<file path="config.mk">
export PLATFORM = sky130hd
export DESIGN_NAME = basic_source_tokenizer_flat
export DESIGN_NICKNAME = d
export VERILOG_FILES = /design/src/hdl/bst_pkg.sv /design/src/hdl/bst_if.sv /design/src/hdl/bst_kw_match.sv /design/src/hdl/bst_scan.sv /design/src/hdl/basic_source_tokenizer.sv /design/src/flat_wrapper.sv
export SDC_FILE = /design/constraint.sdc
export NUM_CORES = 1
export LEC_CHECK = 0
export BUFFER_PORTS_ARGS = -buffer_cell sky130_fd_sc_hd__buf_4
export CAP_MARGIN = 40
export CORE_MARGIN = 2
export CORE_UTILIZATION = 56
export CTS_CLUSTER_SIZE = 28
export DETAILED_ROUTE_END_ITERATION = 7
export PLACE_DENSITY_LB_ADDON = 0.12
export SLEW_MARGIN = 20
export SYNTH_ARGS = -nofsm -noshare
export SYNTH_HDL_FRONTEND = slang
export SYNTH_SLANG_ARGS = --single-unit
</file>
<file path="constraint.sdc">
create_clock -name i_clk -period 4.4 [get_ports i_clk]
set_input_delay 0.66 -clock i_clk [delete_from_list [all_inputs] [get_ports i_clk]]
set_output_delay 0.66 -clock i_clk [all_outputs]
set_load 0.02 [all_outputs]
</file>
<file path="src/hdl/bst_pkg.sv">
// ---------------------------------------------------------------------------
// bst_pkg
// Shared types, token kind codes and keyword table for the BASIC tokenizer.
// ---------------------------------------------------------------------------
package bst_pkg;

    localparam int KEYWORD_MAX_LEN_DEF = 8;
    localparam int POSITION_WIDTH_DEF  = 16;
    localparam int KIND_W  = 6;
    localparam int VAL_W   = 31;
    localparam int NUM_KEYWORDS = 23;
    localparam int KW_TEXT_LEN  = 8;

    localparam logic [KIND_W-1:0] K_EOL      = 6'd0;
    localparam logic [KIND_W-1:0] K_PLUS     = 6'd1;
    localparam logic [KIND_W-1:0] K_MINUS    = 6'd2;
    localparam logic [KIND_W-1:0] K_STAR     = 6'd3;
    localparam logic [KIND_W-1:0] K_SLASH    = 6'd4;
    localparam logic [KIND_W-1:0] K_COMMA    = 6'd5;
    localparam logic [KIND_W-1:0] K_LPAREN   = 6'd6;
    localparam logic [KIND_W-1:0] K_RPAREN   = 6'd7;
    localparam logic [KIND_W-1:0] K_LBRACK   = 6'd8;
    localparam logic [KIND_W-1:0] K_RBRACK   = 6'd9;
    localparam logic [KIND_W-1:0] K_LEQ      = 6'd10;
    localparam logic [KIND_W-1:0] K_LESS     = 6'd11;
    localparam logic [KIND_W-1:0] K_GEQ      = 6'd12;
    localparam logic [KIND_W-1:0] K_GREATER  = 6'd13;
    localparam logic [KIND_W-1:0] K_EQUAL    = 6'd14;
    localparam logic [KIND_W-1:0] K_PERCENT  = 6'd15;
    localparam logic [KIND_W-1:0] K_BANG     = 6'd16;
    localparam logic [KIND_W-1:0] K_DOLLAR   = 6'd17;
    localparam logic [KIND_W-1:0] K_COLON    = 6'd18;
    localparam logic [KIND_W-1:0] K_SEMI     = 6'd19;
    localparam logic [KIND_W-1:0] K_STRING   = 6'd20;
    localparam logic [KIND_W-1:0] K_HASH     = 6'd21;
    localparam logic [KIND_W-1:0] K_INTEGER  = 6'd22;
    localparam logic [KIND_W-1:0] K_FLOAT    = 6'd23;
    localparam logic [KIND_W-1:0] K_IDENT    = 6'd24;
    localparam logic [KIND_W-1:0] K_ILLEGAL  = 6'd25;
    localparam logic [KIND_W-1:0] K_EOF      = 6'd26;
    localparam logic [KIND_W-1:0] K_KEYWORD0 = 6'd27;

    localparam logic [VAL_W-1:0] VAL_MAX = {VAL_W{1'b1}};

    typedef enum logic [7:0] {
        M_IDLE    = 8'b0000_0001,
        M_COMMENT = 8'b0000_0010,
        M_LESS    = 8'b0000_0100,
        M_GREATER = 8'b0000_1000,
        M_STRING  = 8'b0001_0000,
        M_INT     = 8'b0010_0000,
        M_FRAC    = 8'b0100_0000,
        M_WORD    = 8'b1000_0000
    } t_mode;

    typedef struct packed {
        logic [KIND_W-1:0] kind;
        logic [VAL_W-1:0]  value;
        logic              ovf;
    } t_token;

    // keyword text, first character in the top byte, padded with zeros
    function automatic logic [8*KW_TEXT_LEN-1:0] kw_text(input int idx);
        logic [8*KW_TEXT_LEN-1:0] t;
        case (idx)
            0:  t = {"DIM", 40'd0};
            1:  t = {"IF", 48'd0};
            2:  t = {"THEN", 32'd0};
            3:  t = {"ELSE", 32'd0};
            4:  t = {"GOTO", 32'd0};
            5:  t = {"END", 40'd0};
            6:  t = {"RETURN", 16'd0};
            7:  t = {"WHILE", 24'd0};
            8:  t = {"WEND", 32'd0};
            9:  t = {"PRINT", 24'd0};
            10: t = {"DATA", 32'd0};
            11: t = {"READ", 32'd0};
            12: t = {"RESTORE", 8'd0};
            13: t = {"DECLARE", 8'd0};
            14: t = "FUNCTION";
            15: t = {"SUB", 40'd0};
            16: t = {"OPEN", 32'd0};
            17: t = {"FOR", 40'd0};
            18: t = {"BINARY", 16'd0};
            19: t = {"AS", 48'd0};
            20: t = {"GET", 40'd0};
            21: t = {"PUT", 40'd0};
            default: t = {"CLOSE", 24'd0};
        endcase
        return t;
    endfunction

    function automatic int kw_len(input int idx);
        int n;
        logic [8*KW_TEXT_LEN-1:0] t;
        t = kw_text(idx);
        n = 0;
        for (int i = 0; i < KW_TEXT_LEN; i++) begin
            if (t[8*(KW_TEXT_LEN-1-i) +: 8] != 8'd0) n = i + 1;
        end
        return n;
    endfunction

    function automatic logic is_digit(input logic [7:0] c);
        return (c >= "0") && (c <= "9");
    endfunction

    function automatic logic is_alpha(input logic [7:0] c);
        return ((c >= "A") && (c <= "Z")) || ((c >= "a") && (c <= "z"));
    endfunction

endpackage

</file>
<file path="src/hdl/bst_if.sv">
// ---------------------------------------------------------------------------
// bst_in_if / bst_out_if
// Valid/ready channels for characters and tokens.
// ---------------------------------------------------------------------------
interface bst_in_if;
    logic       valid;
    logic       ready;
    logic [7:0] char_code;
    logic       end_of_input;
    modport source (output valid, char_code, end_of_input, input ready);
    modport sink   (input valid, char_code, end_of_input, output ready);
endinterface

interface bst_out_if #(parameter int POSITION_WIDTH = 16);
    logic                      valid;
    logic                      ready;
    logic [5:0]                token_kind;
    logic [POSITION_WIDTH-1:0] line_number;
    logic [POSITION_WIDTH-1:0] end_column;
    logic [30:0]               int_value;
    logic                      value_overflow;
    logic                      last_result;
    modport source (output valid, token_kind, line_number, end_column, int_value,
                    value_overflow, last_result, input ready);
    modport sink   (input valid, token_kind, line_number, end_column, int_value,
                    value_overflow, last_result, output ready);
endinterface

</file>
<file path="src/hdl/bst_kw_match.sv">
// ---------------------------------------------------------------------------
// bst_kw_match
// Compares the buffered word against the keyword table.
// ---------------------------------------------------------------------------
module bst_kw_match #(
    parameter int KEYWORD_MAX_LEN = bst_pkg::KEYWORD_MAX_LEN_DEF,
    parameter int LEN_W = $clog2(KEYWORD_MAX_LEN + 2)
) (
    input  logic [KEYWORD_MAX_LEN-1:0][7:0] i_word,
    input  logic [LEN_W-1:0]                i_len,
    output logic [5:0]                      o_kind
);
    import bst_pkg::*;

    always_comb begin
        o_kind = K_IDENT;
        for (int k = NUM_KEYWORDS - 1; k >= 0; k--) begin
            logic hit;
            logic [8*KW_TEXT_LEN-1:0] t;
            t   = kw_text(k);
            hit = (i_len == LEN_W'(kw_len(k))) && (kw_len(k) <= KEYWORD_MAX_LEN);
            for (int i = 0; i < KW_TEXT_LEN; i++) begin
                if (i < kw_len(k) && i < KEYWORD_MAX_LEN) begin
                    if (i_word[i] != t[8*(KW_TEXT_LEN-1-i) +: 8]) hit = 1'b0;
                end
            end
            if (hit) o_kind = K_KEYWORD0 + KIND_W'(k);
        end
    end
endmodule

</file>
<file path="src/hdl/bst_scan.sv">
// ---------------------------------------------------------------------------
// bst_scan
// Scanner state and per-character next-state and token logic.
// ---------------------------------------------------------------------------
module bst_scan #(
    parameter int KEYWORD_MAX_LEN = bst_pkg::KEYWORD_MAX_LEN_DEF,
    parameter int POSITION_WIDTH  = bst_pkg::POSITION_WIDTH_DEF
) (
    input  logic                      i_clk,
    input  logic                      i_rst_n,
    input  logic                      i_step,
    input  logic [7:0]                i_char,
    input  logic                      i_eoi,
    // first token uses position before the terminating char advances
    output logic                      o_t0_vld,
    output bst_pkg::t_token           o_t0,
    output logic [POSITION_WIDTH-1:0] o_t0_line,
    output logic [POSITION_WIDTH-1:0] o_t0_col,
    output logic                      o_t1_vld,
    output bst_pkg::t_token           o_t1,
    output logic [POSITION_WIDTH-1:0] o_t1_line,
    output logic [POSITION_WIDTH-1:0] o_t1_col
);
    import bst_pkg::*;

    localparam int LEN_W = $clog2(KEYWORD_MAX_LEN + 2);
    localparam int IDX_W = $clog2(KEYWORD_MAX_LEN);
    localparam logic [POSITION_WIDTH-1:0] POS_MAX = {POSITION_WIDTH{1'b1}};

    t_mode                           r_mode, n_mode;
    logic [POSITION_WIDTH-1:0]       r_line, n_line, r_col, n_col;
    logic [KEYWORD_MAX_LEN-1:0][7:0] r_word;
    logic [LEN_W-1:0]                r_len, n_len;
    logic [VAL_W-1:0]                r_acc, n_acc;
    logic                            r_ovf, n_ovf;
    logic                            wr_word;
    logic [IDX_W-1:0]                wr_idx;
    logic [5:0]                      word_kind;
    logic [34:0]                     acc_mul;

    bst_kw_match #(.KEYWORD_MAX_LEN(KEYWORD_MAX_LEN), .LEN_W(LEN_W)) u_kw (
        .i_word (r_word),
        .i_len  (r_len),
        .o_kind (word_kind)
    );

    function automatic logic [POSITION_WIDTH-1:0] sat_inc(input logic [POSITION_WIDTH-1:0] v);
        return (v == POS_MAX) ? v : v + 1'b1;
    endfunction

    assign acc_mul = {r_acc, 3'b000} + {3'b000, r_acc, 1'b0}
                   + {31'd0, i_char[3:0] - 4'd0};

    always_comb begin
        logic       pend;
        logic       do_idle;
        t_token     flush_tok;
        logic [7:0] c;
        c = i_char;
        n_mode = r_mode; n_line = r_line; n_col = r_col; n_len = r_len;
        n_acc = r_acc; n_ovf = r_ovf;
        wr_word = 1'b0; wr_idx = '0;
        o_t0_vld = 1'b0; o_t1_vld = 1'b0;
        o_t0 = '0; o_t1 = '0;
        o_t0_line = r_line; o_t0_col = r_col;
        o_t1_line = r_line; o_t1_col = r_col;
        do_idle = 1'b0;

        pend = 1'b1;
        flush_tok = '0;
        unique case (r_mode)
            M_LESS:    flush_tok.kind = K_LESS;
            M_GREATER: flush_tok.kind = K_GREATER;
            M_STRING:  flush_tok.kind = K_STRING;
            M_INT:     begin
                flush_tok.kind = K_INTEGER; flush_tok.value = r_acc; flush_tok.ovf = r_ovf;
            end
            M_FRAC:    flush_tok.kind = K_FLOAT;
            M_WORD:    flush_tok.kind = word_kind;
            default:   pend = 1'b0;
        endcase

        if (i_eoi) begin
            o_t0_vld = pend;
            o_t0 = flush_tok;
            n_mode = M_IDLE;
            n_col = sat_inc(r_col);
            o_t1_vld = 1'b1;
            o_t1.kind = K_EOF;
            o_t1_col = n_col;
        end else begin
            unique case (r_mode)
                M_COMMENT: begin
                    n_col = sat_inc(r_col);
                    if (c == 8'h0A) begin
                        n_mode = M_IDLE;
                        o_t1_vld = 1'b1; o_t1.kind = K_EOL; o_t1_col = n_col;
                        n_line = sat_inc(r_line); n_col = '0;
                    end
                end
                M_STRING: begin
                    n_col = sat_inc(r_col);
                    if (c == 8'h22) begin
                        n_mode = M_IDLE;
                        o_t1_vld = 1'b1; o_t1.kind = K_STRING; o_t1_col = n_col;
                    end
                end
                M_LESS, M_GREATER: begin
                    if (c == "=") begin
                        n_col = sat_inc(r_col);
                        n_mode = M_IDLE;
                        o_t1_vld = 1'b1;
                        o_t1.kind = (r_mode == M_LESS) ? K_LEQ : K_GEQ;
                        o_t1_col = n_col;
                    end else do_idle = 1'b1;
                end
                M_INT: begin
                    if (is_digit(c)) begin
                        n_col = sat_inc(r_col);
                        if (acc_mul > 35'(VAL_MAX)) begin
                            n_acc = VAL_MAX; n_ovf = 1'b1;
                        end else n_acc = acc_mul[VAL_W-1:0];
                    end else if (c == ".") begin
                        n_col = sat_inc(r_col);
                        n_mode = M_FRAC;
                    end else do_idle = 1'b1;
                end
                M_FRAC: begin
                    if (is_digit(c)) n_col = sat_inc(r_col);
                    else do_idle = 1'b1;
                end
                M_WORD: begin
                    if (is_alpha(c) || is_digit(c) || c == "_") begin
                        n_col = sat_inc(r_col);
                        if (r_len < LEN_W'(KEYWORD_MAX_LEN)) begin
                            wr_word = 1'b1; wr_idx = r_len[IDX_W-1:0];
                        end
                        if (r_len <= LEN_W'(KEYWORD_MAX_LEN)) n_len = r_len + 1'b1;
                    end else do_idle = 1'b1;
                end
                default: do_idle = 1'b1;
            endcase

            if (do_idle) begin
                o_t0_vld = pend;
                o_t0 = flush_tok;
                n_mode = M_IDLE;
                n_col = sat_inc(r_col);
                o_t1_col = n_col;
                o_t1_vld = 1'b1;
                case (c)
                    8'h20, 8'h09: o_t1_vld = 1'b0;
                    8'h27: begin o_t1_vld = 1'b0; n_mode = M_COMMENT; end
                    8'h0A: begin
                        o_t1.kind = K_EOL; n_line = sat_inc(r_line); n_col = '0;
                    end
                    "<": begin o_t1_vld = 1'b0; n_mode = M_LESS; end
                    ">": begin o_t1_vld = 1'b0; n_mode = M_GREATER; end
                    8'h22: begin o_t1_vld = 1'b0; n_mode = M_STRING; end
                    "+": o_t1.kind = K_PLUS;
                    "-": o_t1.kind = K_MINUS;
                    "*": o_t1.kind = K_STAR;
                    "/": o_t1.kind = K_SLASH;
                    ",": o_t1.kind = K_COMMA;
                    "(": o_t1.kind = K_LPAREN;
                    ")": o_t1.kind = K_RPAREN;
                    "[": o_t1.kind = K_LBRACK;
                    "]": o_t1.kind = K_RBRACK;
                    "=": o_t1.kind = K_EQUAL;
                    "%": o_t1.kind = K_PERCENT;
                    "!": o_t1.kind = K_BANG;
                    "$": o_t1.kind = K_DOLLAR;
                    ":": o_t1.kind = K_COLON;
                    ";": o_t1.kind = K_SEMI;
                    "#": o_t1.kind = K_HASH;
                    default: begin
                        if (is_digit(c)) begin
                            o_t1_vld = 1'b0; n_mode = M_INT;
                            n_acc = {27'd0, c[3:0]}; n_ovf = 1'b0;
                        end else if (is_alpha(c)) begin
                            o_t1_vld = 1'b0; n_mode = M_WORD;
                            wr_word = 1'b1; wr_idx = '0; n_len = LEN_W'(1);
                        end else o_t1.kind = K_ILLEGAL;
                    end
                endcase
            end
        end
    end

    always_ff @(posedge i_clk) begin
        if (!i_rst_n) begin
            r_mode <= M_IDLE;
            r_line <= POSITION_WIDTH'(1);
            r_col  <= '0;
            r_len  <= '0;
            r_acc  <= '0;
            r_ovf  <= 1'b0;
        end else if (i_step) begin
            r_mode <= n_mode;
            r_line <= n_line;
            r_col  <= n_col;
            r_len  <= n_len;
            r_acc  <= n_acc;
            r_ovf  <= n_ovf;
        end
    end

    always_ff @(posedge i_clk) begin
        if (i_step && wr_word) r_word[wr_idx] <= i_char;
    end

    a_len_bound: assert property (@(posedge i_clk) disable iff (!i_rst_n)
        r_len <= LEN_W'(KEYWORD_MAX_LEN + 1))
        else $error("word length past limit");
    a_ovf_sat: assert property (@(posedge i_clk) disable iff (!i_rst_n)
        r_ovf |-> (r_acc == VAL_MAX) || (r_mode != M_INT))
        else $error("overflow without saturation");
    a_eoi_idle: assert property (@(posedge i_clk) disable iff (!i_rst_n)
        (i_step && i_eoi) |=> (r_mode == M_IDLE))
        else $error("mode not idle after end of input");
endmodule

</file>
<file path="src/hdl/basic_source_tokenizer.sv">
// ---------------------------------------------------------------------------
// basic_source_tokenizer
// Output: a token is registered and appears in the cycle after its character is taken.
// Rate: one character per cycle while the output slot is free; a character that yields two
// tokens holds input until the second token drains.
// Reset (synchronous, active low): idle, line 1, column 0, output empty.
// ---------------------------------------------------------------------------
module basic_source_tokenizer #(
    parameter int KEYWORD_MAX_LEN = bst_pkg::KEYWORD_MAX_LEN_DEF,
    parameter int POSITION_WIDTH  = bst_pkg::POSITION_WIDTH_DEF
) (
    input logic i_clk,
    input logic i_rst_n,
    bst_in_if.sink  i_in,
    bst_out_if.source o_out
);
    import bst_pkg::*;

    logic                      step;
    logic                      t0_vld, t1_vld;
    t_token                    t0, t1;
    logic [POSITION_WIDTH-1:0] t0_line, t0_col, t1_line, t1_col;

    // output slot and one pending second token
    logic                      r_v0, r_v1;
    t_token                    r_k0, r_k1;
    logic [POSITION_WIDTH-1:0] r_l0, r_c0, r_l1, r_c1;
    logic                      r_last0, r_last1;
    logic                      out_take, slot_free;

    bst_scan #(.KEYWORD_MAX_LEN(KEYWORD_MAX_LEN), .POSITION_WIDTH(POSITION_WIDTH)) u_scan (
        .i_clk, .i_rst_n, .i_step(step), .i_char(i_in.char_code), .i_eoi(i_in.end_of_input),
        .o_t0_vld(t0_vld), .o_t0(t0), .o_t0_line(t0_line), .o_t0_col(t0_col),
        .o_t1_vld(t1_vld), .o_t1(t1), .o_t1_line(t1_line), .o_t1_col(t1_col)
    );

    assign out_take  = r_v0 && o_out.ready;
    assign slot_free = !r_v1 && (!r_v0 || out_take);
    assign i_in.ready = slot_free;
    assign step = i_in.valid && slot_free;

    always_ff @(posedge i_clk) begin
        if (!i_rst_n) begin
            r_v0 <= 1'b0;
            r_v1 <= 1'b0;
        end else begin
            if (step && (t0_vld || t1_vld)) begin
                r_v0 <= 1'b1;
                r_v1 <= t0_vld && t1_vld;
            end else if (out_take) begin
                r_v0 <= r_v1;
                r_v1 <= 1'b0;
            end
        end
    end

    always_ff @(posedge i_clk) begin
        if (step && (t0_vld || t1_vld)) begin
            if (t0_vld) begin
                r_k0 <= t0; r_l0 <= t0_line; r_c0 <= t0_col; r_last0 <= !t1_vld;
            end else begin
                r_k0 <= t1; r_l0 <= t1_line; r_c0 <= t1_col; r_last0 <= 1'b1;
            end
            r_k1 <= t1; r_l1 <= t1_line; r_c1 <= t1_col; r_last1 <= 1'b1;
        end else if (out_take) begin
            r_k0 <= r_k1; r_l0 <= r_l1; r_c0 <= r_c1; r_last0 <= r_last1;
        end
    end

    assign o_out.valid          = r_v0;
    assign o_out.token_kind     = r_k0.kind;
    assign o_out.line_number    = r_l0;
    assign o_out.end_column     = r_c0;
    assign o_out.int_value      = r_k0.value;
    assign o_out.value_overflow = r_k0.ovf;
    assign o_out.last_result    = r_last0;

    a_v1_needs_v0: assert property (@(posedge i_clk) disable iff (!i_rst_n)
        r_v1 |-> r_v0)
        else $error("second slot without first");
    a_no_take_when_pend: assert property (@(posedge i_clk) disable iff (!i_rst_n)
        r_v1 |-> !step)
        else $error("input taken with token pending");
    a_pend_not_last: assert property (@(posedge i_clk) disable iff (!i_rst_n)
        r_v1 |-> !r_last0)
        else $error("first of two tokens marked last");
endmodule
</file>
<file path="src/flat_wrapper.sv">
// flat-port wrapper written by rule: the top's interface ports become plain ports
module basic_source_tokenizer_flat import bst_pkg::*;
#(
    parameter int KEYWORD_MAX_LEN = bst_pkg::KEYWORD_MAX_LEN_DEF,
    parameter int POSITION_WIDTH  = bst_pkg::POSITION_WIDTH_DEF
)
  (i_clk, i_rst_n, i_in_valid, i_in_char_code, i_in_end_of_input, i_in_ready, o_out_valid, o_out_token_kind, o_out_line_number, o_out_end_column, o_out_int_value, o_out_value_overflow, o_out_last_result, o_out_ready);
  bst_in_if i_in_i ();
  bst_out_if #(.POSITION_WIDTH(POSITION_WIDTH)) o_out_i ();
  input logic i_clk;
  input logic i_rst_n;
  input wire logic [$bits(i_in_i.valid)-1:0] i_in_valid;
  input wire logic [$bits(i_in_i.char_code)-1:0] i_in_char_code;
  input wire logic [$bits(i_in_i.end_of_input)-1:0] i_in_end_of_input;
  output wire logic [$bits(i_in_i.ready)-1:0] i_in_ready;
  output wire logic [$bits(o_out_i.valid)-1:0] o_out_valid;
  output wire logic [$bits(o_out_i.token_kind)-1:0] o_out_token_kind;
  output wire logic [$bits(o_out_i.line_number)-1:0] o_out_line_number;
  output wire logic [$bits(o_out_i.end_column)-1:0] o_out_end_column;
  output wire logic [$bits(o_out_i.int_value)-1:0] o_out_int_value;
  output wire logic [$bits(o_out_i.value_overflow)-1:0] o_out_value_overflow;
  output wire logic [$bits(o_out_i.last_result)-1:0] o_out_last_result;
  input wire logic [$bits(o_out_i.ready)-1:0] o_out_ready;
  assign i_in_i.valid = i_in_valid;
  assign i_in_i.char_code = i_in_char_code;
  assign i_in_i.end_of_input = i_in_end_of_input;
  assign i_in_ready = i_in_i.ready;
  assign o_out_valid = o_out_i.valid;
  assign o_out_token_kind = o_out_i.token_kind;
  assign o_out_line_number = o_out_i.line_number;
  assign o_out_end_column = o_out_i.end_column;
  assign o_out_int_value = o_out_i.int_value;
  assign o_out_value_overflow = o_out_i.value_overflow;
  assign o_out_last_result = o_out_i.last_result;
  assign o_out_i.ready = o_out_ready;
  basic_source_tokenizer #(.KEYWORD_MAX_LEN(KEYWORD_MAX_LEN), .POSITION_WIDTH(POSITION_WIDTH)) u_core (.i_clk(i_clk), .i_rst_n(i_rst_n), .i_in(i_in_i), .o_out(o_out_i));
endmodule
</file>
==> flow_metrics.py <==
metrics = {
    "finish": {
        "area.growth.synth_to_final_pct": 13.75,
        "fillers": 2040,
        "ff_latch_area_mm2": 0.006726,
        "post_route_cells_drive_above_1_share_pct": 15.18,
        "layout.cells.most_common": "sky130_fd_sc_hd__edfxtp_1",
        "n_antenna_cell": 0,
        "mostFrequentLayoutCells": "sky130_fd_sc_hd__edfxtp_1 (172), sky130_fd_sc_hd__nor2_1 (125), sky130_fd_sc_hd__buf_4 (118)",
        "final_nets": 1571,
        "final-instance-count-excl-fill": 1839,
        "multi_input_gate_area_in_the_final_layout_mm2": 0.007126,
        "design_area_mm2": 0.01617,
    },
    "yosys": {
        "ys_ff_latch": 250,
        "synth_cell_type_count": 94,
        "postSynth.topFlopCell": "sky130_fd_sc_hd__edfxtp_1",
        "ys_async_sr_fraction_pct": 0,
        "synthesis.instances": 1400,
        "ys.warnings.count": 0,
        "netlist_area_before_placement_mm2": 0.01422,
        "synthesis.nets": 1482,
        "synth.avg_cell_area_um2": 10.16,
        "proportion_of_synthesized_chip_area_in_sequential_cells_pct": 47.31,
        "synth_enable_flop_cells": 172,
    },
    "setup_path": {
        "worst-path-max-fanout": 26,
        "worstPathCellList": "fa_1 > inv_1 > fa_1 > nand2b_1 > a21o_1 > a211oi_1 > nor2_1 > o21ai_1 > a2111oi_0 > a2111o_1 > nor2_4 > buf_12 > a31oi_1",
        "required_ps": 4790,
        "crit_family": "compound AO/OA/AOI/OAI gates",
        "worstSetupPathType": "register to register",
        "timing.critical_path.arrival_ps": 4140,
        "cpMaxStageDelayCell": "sky130_fd_sc_hd__fa_1",
        "critical_path.startpoint": "u_core.u_scan.r_acc[0]$_SDFFE_PN0P_",
        "worstSetupEndpointType": "register",
        "regToRegStartpoint": "u_core.u_scan.r_acc[0]$_SDFFE_PN0P_",
        "critPathMaxStageDelay_ps": 560,
        "setup.worst_path.start_class": "register",
        "critical_path.most_common_cell": "sky130_fd_sc_hd__fa_1",
        "path_buf_inv": 2,
        "slack_of_the_worst_reg_to_reg_path_ps": 660,
    },
    "clock_tree": {
        "max-clock-path-buffers": 3,
        "numCtsBuffers": 26,
        "clkTransAtPathRegs_ps": 60,
        "ctsRootBufferMaster": "sky130_fd_sc_hd__clkbuf_16",
        "post_cts.resized_instances": 0,
        "tritoncts": "yes",
        "count_of_h_tree_levels_built_during_cts": 1,
        "worst_skew_pair.late_latency_ps": 540,
        "cts_setup_buffers": 0,
        "tritoncts_sink_count": 250,
        "hold_buffers": 0,
    },
    "timing": {
        "timing.final.max_slew_violations": 0,
        "final.setup.tns_ps": 0,
        "timing.slew.headroom_pct": 41.40,
        "finalHoldViolCount": 0,
        "min_period_ps": 3744,
        "timing_worst_slew_pin_value_ps": 866.8,
        "finalSetupViolations": 0,
        "layout_worst_path_cycle_share_pct": 85.10,
        "clock-skew-final_ps": 14.36,
        "grt_setup_unrepaired": "false",
        "achievable_frequency_ghz": 0.2671,
    },
    "power": {
        "worst_ir_drop_vdd_v": 0.0003452,
        "design_power_total_uw": 5255,
        "power_per_cell_area_mw_per_mm2": 324.9,
        "p_leak_uw": 0.006189,
    },
    "die": {
        "initial_core_util_pct": 56.79,
        "floorplan.io_pins": 86,
        "std_cell_rows": 58,
        "design.die.area_mm2": 0.02668,
        "core_area_mm2": 0.02504,
        "floorplan.die.height_um": 163.3,
        "die_w_um": 163.3,
    },
    "worst_hold_path": {
        "worstHoldStart": "i_rst_n",
        "worst_hold_path_type": "input port to register",
    },
    "placement": {
        "placement.io_buffers": 85,
        "place.detailed.instances": 1791,
        "detailed_placement_hpwl_mm": 23.96,
        "gp_congestion": 0.9551,
        "dpl-instance-area_mm2": 0.01531,
    },
    "drt": {
        "dr_total_vias": 11270,
        "routed_wire_length_per_instance_um": 18.57,
        "ant_nets": 0,
        "drtIter0Drc": 1000,
        "detailed_route_vias_per_instance": 6.129,
        "postRouteWirelength_mm": 34.14,
        "drt_first_pass_iters": 6,
        "drcViolationCount": 0,
    },
    "run_status": {
        "run_status": "complete, no violations",
    },
    "global_route": {
        "global_route.usage.total_pct": 25.62,
        "antenna_found_initial": 0,
        "first_global_vias": 10590,
        "largest_net_degree_at_the_start_of_global_routing": 55,
        "global_route.overflow_total": 0,
        "wire_length_of_the_first_global_routing_pass_mm": 55.23,
    },
    "flow_run": {
        "drv.max_cap_violation_count": 0,
    },
}
area by class of cell:
class	instances	share of cell area (%)
clock buffer	36	4.696
clock inverter	12	0.6421
sequential	250	41.59
multi-input combinational	1064	44.06
inverter	25	0.5802
timing repair buffer	122	5.880
tap	330	2.553
synth_stat cells (22+ instances only):
cell type | count | share of area, %
sky130_fd_sc_hd__ha_1 | 67 | 5.9
sky130_fd_sc_hd__and2_1 | 40 | 1.8
sky130_fd_sc_hd__xnor2_1 | 22 | 1.4
sky130_fd_sc_hd__edfxtp_1 | 172 | 36
sky130_fd_sc_hd__nand3_1 | 69 | 2.4
sky130_fd_sc_hd__nor3_1 | 39 | 1.4
sky130_fd_sc_hd__a21oi_1 | 75 | 2.6
sky130_fd_sc_hd__nand2_1 | 114 | 3.0
sky130_fd_sc_hd__a31oi_1 | 40 | 1.8
sky130_fd_sc_hd__nor2_1 | 126 | 3.3
sky130_fd_sc_hd__xor2_1 | 40 | 2.5
sky130_fd_sc_hd__o21ai_0 | 84 | 3.0
sky130_fd_sc_hd__inv_1 | 23 | 0.61
sky130_fd_sc_hd__clkbuf_1 | 46 | 1.2
sky130_fd_sc_hd__nand4_1 | 25 | 1.1
sky130_fd_sc_hd__dfxtp_1 | 78 | 11
kinds of logic (layout without fill, tap and decap cells):
logic type,after synthesis,count (layout),share of synthesized area [%]
adder cells (fa/ha/maj),69,69,6.177
AND/OR/NAND/NOR,585,585,22.50
flip-flops,250,250,47.31
multiplexers,31,31,2.754
AO/OA/AOI/OAI,317,317,14.70
XOR/XNOR,62,62,3.819
buffers and inverters,86,195,2.737
final timing paths:
check,end,cells after the start
hold / removal,u_core.u_scan.o_t0_line[0]$_SDFFE_PN1P_,2
hold reg to reg,u_core.u_scan.r_ovf$_SDFFE_PN0P_,1
setup / recovery,u_core.u_scan.r_acc[7]$_SDFFE_PN0P_,13
setup reg to reg,u_core.u_scan.r_acc[7]$_SDFFE_PN0P_,13
through the flow:
step / hold slack (ps) / util [%] / worst slack [ps]
floorplan: 406.4 / - / 484.8
global placement: 446.6 / 61.13 / 333.8
detailed placement: 456.3 / 61.15 / 237.0
CTS: 385.9 / 64.60 / 653.9
global route: 406.6 / 64.60 / 378.6
finish: 418.3 / 64.60 / 655.7
routing by layer:
layer	vias up	share of wire, %	GRT usage [%]
li1	5499	-	-
met1	5360	46	36.68
met2	356	46	41.04
met3	57	5.8	3.123
met4	0	2.3	7.361
met5	-	0	0
worst reg2reg max path, stage by stage, from the launching register on:
cell	delay, ps
sky130_fd_sc_hd__dfxtp_1	370
sky130_fd_sc_hd__fa_1	560
sky130_fd_sc_hd__inv_1	70
sky130_fd_sc_hd__fa_1	450
sky130_fd_sc_hd__nand2b_1	180
sky130_fd_sc_hd__a21o_1	190
sky130_fd_sc_hd__a211oi_1	400
sky130_fd_sc_hd__nor2_1	100
sky130_fd_sc_hd__o21ai_1	190
sky130_fd_sc_hd__a2111oi_0	120
sky130_fd_sc_hd__a2111o_1	480
sky130_fd_sc_hd__nor2_4	180
sky130_fd_sc_hd__buf_12	190
sky130_fd_sc_hd__a31oi_1	110
state kept, by name, indices dropped and copies added, names as in the netlist, 4 cells and up:
signal and count:
u_core.r_c1 16, u_core.r_k1 5, u_core.u_scan.r_mode 8, u_core.o_out.token_kind 6
u_core.o_out.line_number 16, u_core.r_l1 16, u_core.o_out.int_value 31, u_core.u_scan.o_t0_line 16
u_core.u_scan.r_acc 31, u_core.u_scan.r_len 4, u_core.o_out.end_column 16, u_core.u_scan.r_word 64
u_core.u_scan.o_t0_col 16
power breakdown:
part | total, uW | internal [uW] | switching (uW)
registers | 2640 | 2610 | 29.8
clock network | 2180 | 1270 | 908
logic | 438 | 157 | 281
No activity file was read; power rests on OpenSTA's default activity.
